### config.mk
export PLATFORM = sky130hd
export DESIGN_NAME = json_number_scanner
export DESIGN_NICKNAME = d
export VERILOG_FILES = /design/src/hdl/jns_pkg.sv /design/src/hdl/json_number_scanner.sv /design/src/hdl/jns_step.sv
export SDC_FILE = /design/constraint.sdc
export NUM_CORES = 1
export LEC_CHECK = 0
export BUFFER_PORTS_ARGS = -buffer_cell sky130_fd_sc_hd__buf_2
export CORE_ASPECT_RATIO = 0.6
export CORE_MARGIN = 2
export CORE_UTILIZATION = 50
export CTS_CLUSTER_SIZE = 14
export DETAILED_ROUTE_END_ITERATION = 7
export PLACE_DENSITY = 0.74
export SLEW_MARGIN = 20
export SYNTH_ARGS = -nofsm -noshare
export SYNTH_HDL_FRONTEND = slang
export SYNTH_HIERARCHICAL = 1
export SYNTH_SLANG_ARGS = --single-unit
### constraint.sdc
create_clock -name clk -period 2.1 [get_ports clk]
set_input_delay 0.21 -clock clk [delete_from_list [all_inputs] [get_ports clk]]
set_output_delay 0.21 -clock clk [all_outputs]
set_load 0.03 [all_outputs]
### src/hdl/jns_pkg.sv
// Shared codes and types for the JSON number scanner.
// Holds scan phases, command, event and status codes, and character constants.
// No dependencies.
`default_nettype none

package jns_pkg;

  localparam logic [3:0] PH_START      = 4'd0;
  localparam logic [3:0] PH_AFTER_SIGN = 4'd1;
  localparam logic [3:0] PH_AFTER_ZERO = 4'd2;
  localparam logic [3:0] PH_INT        = 4'd3;
  localparam logic [3:0] PH_FRAC       = 4'd4;
  localparam logic [3:0] PH_EXP_START  = 4'd5;
  localparam logic [3:0] PH_EXP_SIGN   = 4'd6;
  localparam logic [3:0] PH_EXP_DIGITS = 4'd7;
  localparam logic [3:0] PH_DONE       = 4'd8;
  localparam logic [3:0] PH_ERROR      = 4'd9;

  localparam logic [1:0] CMD_BYTE    = 2'd0;
  localparam logic [1:0] CMD_END     = 2'd1;
  localparam logic [1:0] CMD_RESTART = 2'd2;
  localparam logic [1:0] CMD_UNUSED  = 2'd3;

  localparam logic [2:0] EV_NONE      = 3'd0;
  localparam logic [2:0] EV_MAN_MINUS = 3'd1;
  localparam logic [2:0] EV_MAN_POINT = 3'd2;
  localparam logic [2:0] EV_MAN_DIGIT = 3'd3;
  localparam logic [2:0] EV_EXP_MINUS = 3'd4;
  localparam logic [2:0] EV_EXP_DIGIT = 3'd5;

  localparam logic [1:0] ST_RUNNING  = 2'd0;
  localparam logic [1:0] ST_COMPLETE = 2'd1;
  localparam logic [1:0] ST_ERROR    = 2'd2;

  localparam logic [7:0] CH_PLUS  = 8'h2B;
  localparam logic [7:0] CH_MINUS = 8'h2D;
  localparam logic [7:0] CH_ZERO  = 8'h30;
  localparam logic [7:0] CH_NINE  = 8'h39;
  localparam logic [7:0] CH_POINT = 8'h2E;
  localparam logic [7:0] CH_LOW_E = 8'h65;
  localparam logic [7:0] CH_UP_E  = 8'h45;

  typedef struct packed {
    logic [3:0] phase;
    logic       mantissa_seen;
    logic       exponent_seen;
  } jns_state_t;

  typedef struct packed {
    logic [2:0] event_res;
    logic [3:0] digit_value;
    logic       consumed;
    logic [1:0] status;
    logic       mantissa_empty;
    logic       exponent_empty;
  } jns_result_t;

endpackage

`default_nettype wire

### src/hdl/json_number_scanner.sv
// Top level of the JSON number scanner: scan state and output register.
// Uses jns_pkg and jns_step.
//
// Takes one request per cycle while in_stall is low (a text byte, end of input
// or restart) and gives one result per request, in the cycle after acceptance,
// from a single result register. Throughput is one request per clock while
// in_stall is low; the only loop is the scan state register fed by the jns_step
// decode. in_stall rises only while a result is held and out_stall is high.
`default_nettype none

module json_number_scanner (
  input  wire logic       clk,
  input  wire logic       rst,
  input  wire logic       in_valid,
  output logic            in_stall,
  input  wire logic [1:0] cmd,
  input  wire logic [7:0] text_byte,
  output logic            out_valid,
  input  wire logic       out_stall,
  output logic [2:0]      event_res,
  output logic [3:0]      digit_value,
  output logic            consumed,
  output logic [1:0]      status,
  output logic            mantissa_empty,
  output logic            exponent_empty
);

  jns_pkg::jns_state_t  state;
  jns_pkg::jns_state_t  state_next;
  jns_pkg::jns_result_t step_result;
  jns_pkg::jns_result_t result;
  logic                 accept;

  jns_step u_step (
    .state      (state),
    .cmd        (cmd),
    .text_byte  (text_byte),
    .state_next (state_next),
    .result     (step_result)
  );

  assign in_stall = out_valid && out_stall;
  assign accept   = in_valid && !in_stall;

  always_ff @(posedge clk) begin
    if (rst) begin
      state.phase         <= jns_pkg::PH_START;
      state.mantissa_seen <= 1'b0;
      state.exponent_seen <= 1'b0;
      out_valid           <= 1'b0;
    end else begin
      if (accept) begin
        state <= state_next;
      end
      if (accept) begin
        out_valid <= 1'b1;
      end else if (!out_stall) begin
        out_valid <= 1'b0;
      end
    end
  end

  always_ff @(posedge clk) begin
    if (accept) begin
      result <= step_result;
    end
  end

  assign event_res      = result.event_res;
  assign digit_value    = result.digit_value;
  assign consumed       = result.consumed;
  assign status         = result.status;
  assign mantissa_empty = result.mantissa_empty;
  assign exponent_empty = result.exponent_empty;

endmodule

`default_nettype wire

### src/hdl/jns_step.sv
// Next-state and result decode for one request of the JSON number scanner.
// Pure combinational logic; uses jns_pkg.
`default_nettype none

module jns_step (
  input  wire jns_pkg::jns_state_t  state,
  input  wire logic [1:0]           cmd,
  input  wire logic [7:0]           text_byte,
  output jns_pkg::jns_state_t       state_next,
  output jns_pkg::jns_result_t      result
);

  typedef struct packed {
    logic [2:0] event_res;
    logic [3:0] digit_value;
    logic       consumed;
    logic [3:0] phase_next;
  } jns_move_t;

  function automatic logic is_numeral(input logic [7:0] c);
    return (c >= jns_pkg::CH_ZERO) && (c <= jns_pkg::CH_NINE);
  endfunction

  function automatic logic [3:0] digit_of(input logic [7:0] c);
    logic [7:0] diff;
    diff = c - jns_pkg::CH_ZERO;
    return diff[3:0];
  endfunction

  function automatic jns_move_t mantissa_move(input logic in_frac, input logic [7:0] c);
    jns_move_t m;
    m = '0;
    priority if (is_numeral(c)) begin
      m.event_res   = jns_pkg::EV_MAN_DIGIT;
      m.digit_value = digit_of(c);
      m.consumed    = 1'b1;
      m.phase_next  = in_frac ? jns_pkg::PH_FRAC : jns_pkg::PH_INT;
    end else if (c == jns_pkg::CH_LOW_E || c == jns_pkg::CH_UP_E) begin
      m.consumed   = 1'b1;
      m.phase_next = jns_pkg::PH_EXP_START;
    end else if (!in_frac && c == jns_pkg::CH_POINT) begin
      m.event_res  = jns_pkg::EV_MAN_POINT;
      m.consumed   = 1'b1;
      m.phase_next = jns_pkg::PH_FRAC;
    end else begin
      m.phase_next = jns_pkg::PH_DONE;
    end
    return m;
  endfunction

  function automatic jns_move_t after_sign_move(input logic [7:0] c);
    jns_move_t m;
    m = '0;
    if (c == jns_pkg::CH_ZERO) begin
      m.consumed   = 1'b1;
      m.phase_next = jns_pkg::PH_AFTER_ZERO;
    end else begin
      m = mantissa_move(1'b0, c);
    end
    return m;
  endfunction

  function automatic jns_move_t exponent_move(input logic [7:0] c);
    jns_move_t m;
    m = '0;
    if (is_numeral(c)) begin
      m.event_res   = jns_pkg::EV_EXP_DIGIT;
      m.digit_value = digit_of(c);
      m.consumed    = 1'b1;
      m.phase_next  = jns_pkg::PH_EXP_DIGITS;
    end else begin
      m.phase_next = jns_pkg::PH_DONE;
    end
    return m;
  endfunction

  function automatic jns_move_t exp_start_move(input logic [7:0] c);
    jns_move_t m;
    m = '0;
    priority if (c == jns_pkg::CH_MINUS) begin
      m.event_res  = jns_pkg::EV_EXP_MINUS;
      m.consumed   = 1'b1;
      m.phase_next = jns_pkg::PH_EXP_SIGN;
    end else if (c == jns_pkg::CH_PLUS) begin
      m.consumed   = 1'b1;
      m.phase_next = jns_pkg::PH_EXP_SIGN;
    end else begin
      m = exponent_move(c);
    end
    return m;
  endfunction

  function automatic logic [1:0] status_of(input logic [3:0] ph);
    logic [1:0] st;
    st = jns_pkg::ST_RUNNING;
    if (ph == jns_pkg::PH_DONE) st = jns_pkg::ST_COMPLETE;
    if (ph == jns_pkg::PH_ERROR) st = jns_pkg::ST_ERROR;
    return st;
  endfunction

  jns_move_t move;
  logic      finished;

  assign finished = (state.phase >= jns_pkg::PH_DONE);

  always_comb begin
    move = '0;
    move.phase_next = state.phase;
    unique case (state.phase)
      jns_pkg::PH_START: begin
        priority if (text_byte == jns_pkg::CH_PLUS) begin
          move.consumed   = 1'b1;
          move.phase_next = jns_pkg::PH_AFTER_SIGN;
        end else if (text_byte == jns_pkg::CH_MINUS) begin
          move.event_res  = jns_pkg::EV_MAN_MINUS;
          move.consumed   = 1'b1;
          move.phase_next = jns_pkg::PH_AFTER_SIGN;
        end else begin
          move = after_sign_move(text_byte);
        end
      end
      jns_pkg::PH_AFTER_SIGN: move = after_sign_move(text_byte);
      jns_pkg::PH_AFTER_ZERO: begin
        if (text_byte == jns_pkg::CH_POINT) begin
          move.event_res  = jns_pkg::EV_MAN_POINT;
          move.consumed   = 1'b1;
          move.phase_next = jns_pkg::PH_FRAC;
        end else begin
          move.phase_next = jns_pkg::PH_ERROR;
        end
      end
      jns_pkg::PH_INT:        move = mantissa_move(1'b0, text_byte);
      jns_pkg::PH_FRAC:       move = mantissa_move(1'b1, text_byte);
      jns_pkg::PH_EXP_START:  move = exp_start_move(text_byte);
      jns_pkg::PH_EXP_SIGN,
      jns_pkg::PH_EXP_DIGITS: move = exponent_move(text_byte);
      default: ;
    endcase
  end

  always_comb begin
    state_next = state;
    result     = '0;
    priority if (cmd == jns_pkg::CMD_RESTART) begin
      state_next = '0;
      state_next.phase = jns_pkg::PH_START;
    end else if (cmd == jns_pkg::CMD_UNUSED || finished) begin
      result.status = status_of(state.phase);
    end else if (cmd == jns_pkg::CMD_END) begin
      if (state.phase == jns_pkg::PH_START || state.phase == jns_pkg::PH_AFTER_SIGN ||
          state.phase == jns_pkg::PH_EXP_START || state.phase == jns_pkg::PH_EXP_SIGN) begin
        state_next.phase = jns_pkg::PH_ERROR;
        result.status    = jns_pkg::ST_ERROR;
      end else begin
        state_next.phase      = jns_pkg::PH_DONE;
        result.status         = jns_pkg::ST_COMPLETE;
        result.mantissa_empty = !state.mantissa_seen;
        result.exponent_empty = !state.exponent_seen;
      end
    end else begin
      state_next.phase = move.phase_next;
      if (move.event_res >= jns_pkg::EV_MAN_MINUS && move.event_res <= jns_pkg::EV_MAN_DIGIT)
        state_next.mantissa_seen = 1'b1;
      if (move.event_res >= jns_pkg::EV_EXP_MINUS)
        state_next.exponent_seen = 1'b1;
      result.event_res   = move.event_res;
      result.digit_value = move.digit_value;
      result.consumed    = move.consumed;
      result.status      = status_of(move.phase_next);
    end
  end

endmodule

`default_nettype wire
==> out/metrics.yaml <==
floorplan:
  die_h_um: 47.3
  io_pins: 28
  die-area_sq_um: 3600
  die_w_um: 76.1
  std_cell_rows: 15
  core-area_sq_um: 2930
  start_util_pct: 53.3
place:
  dpl.hpwl_um: 3210
  place_congestion: 0.950
  placed_area_sq_um: 1850
  numPortBuffers: 27
  place_ws_ns: -0.00603
outcome:
  status: "completed"
logic_synthesis:
  yosysUniqueCellTypes: 56
  synth-seq-cells: 19
  synth_nets: 198
  synthArstFlopShare_pct: 0
  synth_flop_cell: "edfxtp_1"
  synth.avg_cell_area_sq_um: 8.49
  synth_top_area_share_pct: 23.1
  synth_edf_count: 12
  synthesis.area_sq_um: 1560
  yosys_warnings: 6
  synth_area_leaders: "edfxtp_1, dfxtp_1, nand2b_1"
  ys_seq_area_share_pct: 32.1
  yosysTopAreaCell: "edfxtp_1"
  synth_cells: 184
layout:
  n_antenna_cell: 0
  final_common_cell: "buf_2"
  drive_gt1_share_pct: 30.2
  nNetsFinal: 240
  final_cell_area_sq_um: 1900
  final_util_pct: 64.8
  syn2layout_area_growth_pct: 21.6
  layout_common_cells: "buf_2, buf_4, nand2_1, nor2_1, nand2b_1"
clock_network:
  cts.clk_slew.worst_paths_ns: 0.07
  cts_tree: "built"
  hold_buffers: 0
  clkLatencyLatePin_ns: 0.25
  htreeDepth: 1
  clockRootBuffer: "clkbuf_8"
  cts_buffers: 3
  clkSinkCount: 19
  cts_buffer_depth: 2
timing:
  layout_worst_path_cycle_share_pct: 95.5
  fmax_mhz: 499
  worst_slew_pin_slew_ns: 0.412
  slew_viol_final: 0
  worst_slack_ns: 0.0954
  hold-worst-slack_ns: 0.166
  fin_crit_ns: 2.00
  fin_skew_ns: 0.00864
  slew_headroom_pct: 72.2
  hold_viol: 0
  rsz0062_at_grt: "no"
  setup_viol: 0
setup_path:
  startpoint_type: "register"
  critPathKind: "register to register"
  critPathBufInv: 0
  arrival_ns: 2.01
  cp.required_ns: 2.11
  crit_fanout: 8
  worst_path_max_delay_cell: "or4_4"
  end_kind: "register"
  cpPeakStageDelay_ns: 0.54
  crit_family: "simple AND/OR/NAND/NOR gates"
  worstPathCellList: "or3_1 > a21oi_2 > o2bb2a_4 > or4_4 > o311a_1 > o211a_1"
global_route:
  grt_pass1_wl_um: 6260
  grt_pass1_vias: 1283
  grt_max_degree: 19
  antenna_found_initial: 0
  grt_use_total_pct: 22.6
  overflow: 0
detailed_routing:
  wire_per_inst_um: 15.4
  initialDrtViolationCount: 120
  drcViolationCount: 0
  drt-pass1-iter-count: 7
  vias: 1568
  final_antenna_net_count: 0
  routed_wirelength_um: 4100
  viasPerCell: 5.87
pwr:
  peakVddDrop_v: 0.000234
  power_density_nw_per_um2: 473
  power.leakage_nw: 0.793
flow_run:
  maxCapViolCount: 0
worst_hold_path:
  worst_hold_path_type: "input port to register"
[Yosys cell counts (3+ instances only)]
cell type and count:
nand2_1 17, nor2_1 17, nand2b_1 14, edfxtp_1 12, a21oi_1 8, clkbuf_1 8
dfxtp_1 7, nor2b_1 7, o21ai_0 7, mux2i_1 6, nand3_1 6, and2_1 4
buf_6 4, nand4_1 4, a21boi_0 3, a31oi_1 3, inv_1 3, nor3_1 3
o21a_1 3, or3_1 3
[worst paths after layout]
check,from,to,slack (ns),cells after the start
hold reg to reg,state[1]$_SDFFE_PP0P_,state[1]$_SDFFE_PP0P_,0.51,2
hold / removal,in_valid,out_valid$_SDFFE_PP0P_,0.17,3
setup reg to reg,state[5]$_SDFFE_PP0P_,status[1]$_DFFE_PP_,0.1,6
setup / recovery,state[5]$_SDFFE_PP0P_,status[1]$_DFFE_PP_,0.1,6
[metal layers]
layer / GRT usage (%) / share of wire, %
met5: 0 / 0
met4: 6.55 / 1.0
met3: 3.27 / 7.0
met2: 36.8 / 44
met1: 32.3 / 48
[area by class of cell]
type / instances / area, sq um
multi-input combinational: 146 / 956
sequential: 19 / 502
tap: 42 / 52.6
clock inverter: 1 / 5.00
fill: 263 / 1030
inverter: 3 / 11.3
timing repair buffer: 53 / 330
clock buffer: 3 / 41.3
[stage by stage]
stage	total power, mW	setup TNS [ns]	std cells
after detailed placement	0.654	-0.00603	263
final	0.897	0	267
after global routing	0.935	0	267
after floorplan	0.581	0	184
after global placement	0.652	-0.0109	263
after CTS	0.898	0	267
[state kept, by name, summed over array words and instances, names as in the netlist]
| name | cells |
|---|---|
| state | 6 |
| digit_value | 4 |
| event_res | 3 |
| status | 2 |
| consumed | 1 |
| exponent_empty | 1 |
| mantissa_empty | 1 |
| out_valid | 1 |
[power by group]
part	total [mW]	internal (mW)	switching, mW
clock network	0.245	0.132	0.114
logic	0.226	0.0904	0.136
registers	0.426	0.415	0.0115
[timing repair]
| action | in CTS | in global routing |
|---|---|---|
| gates resized for setup | 0 | 2 |
| setup endpoints to repair | 0 | 2 |
| buffers inserted | 0 | 0 |
[worst register-to-register path: cells and delay by family (launching register included)]
family / cells / cell delay (ns)
simple gates: 2 / 0.72
compound gates: 4 / 0.53
flops: 1 / 0.50
[kinds of logic (layout without fill, tap and decap cells)]
group / after synthesis / count (layout) / synth area share, %
muxes: 7 / 7 / 4.57
AOI/OAI and AO/OA: 44 / 44 / 20.8
buffers and inverters: 19 / 60 / 6.89
DFF: 19 / 19 / 32.1
and+or+nand+nor: 92 / 92 / 34.0
xor gates and xnor gates: 3 / 3 / 1.68
Note: power is estimated with default switching activity, not from simulation.
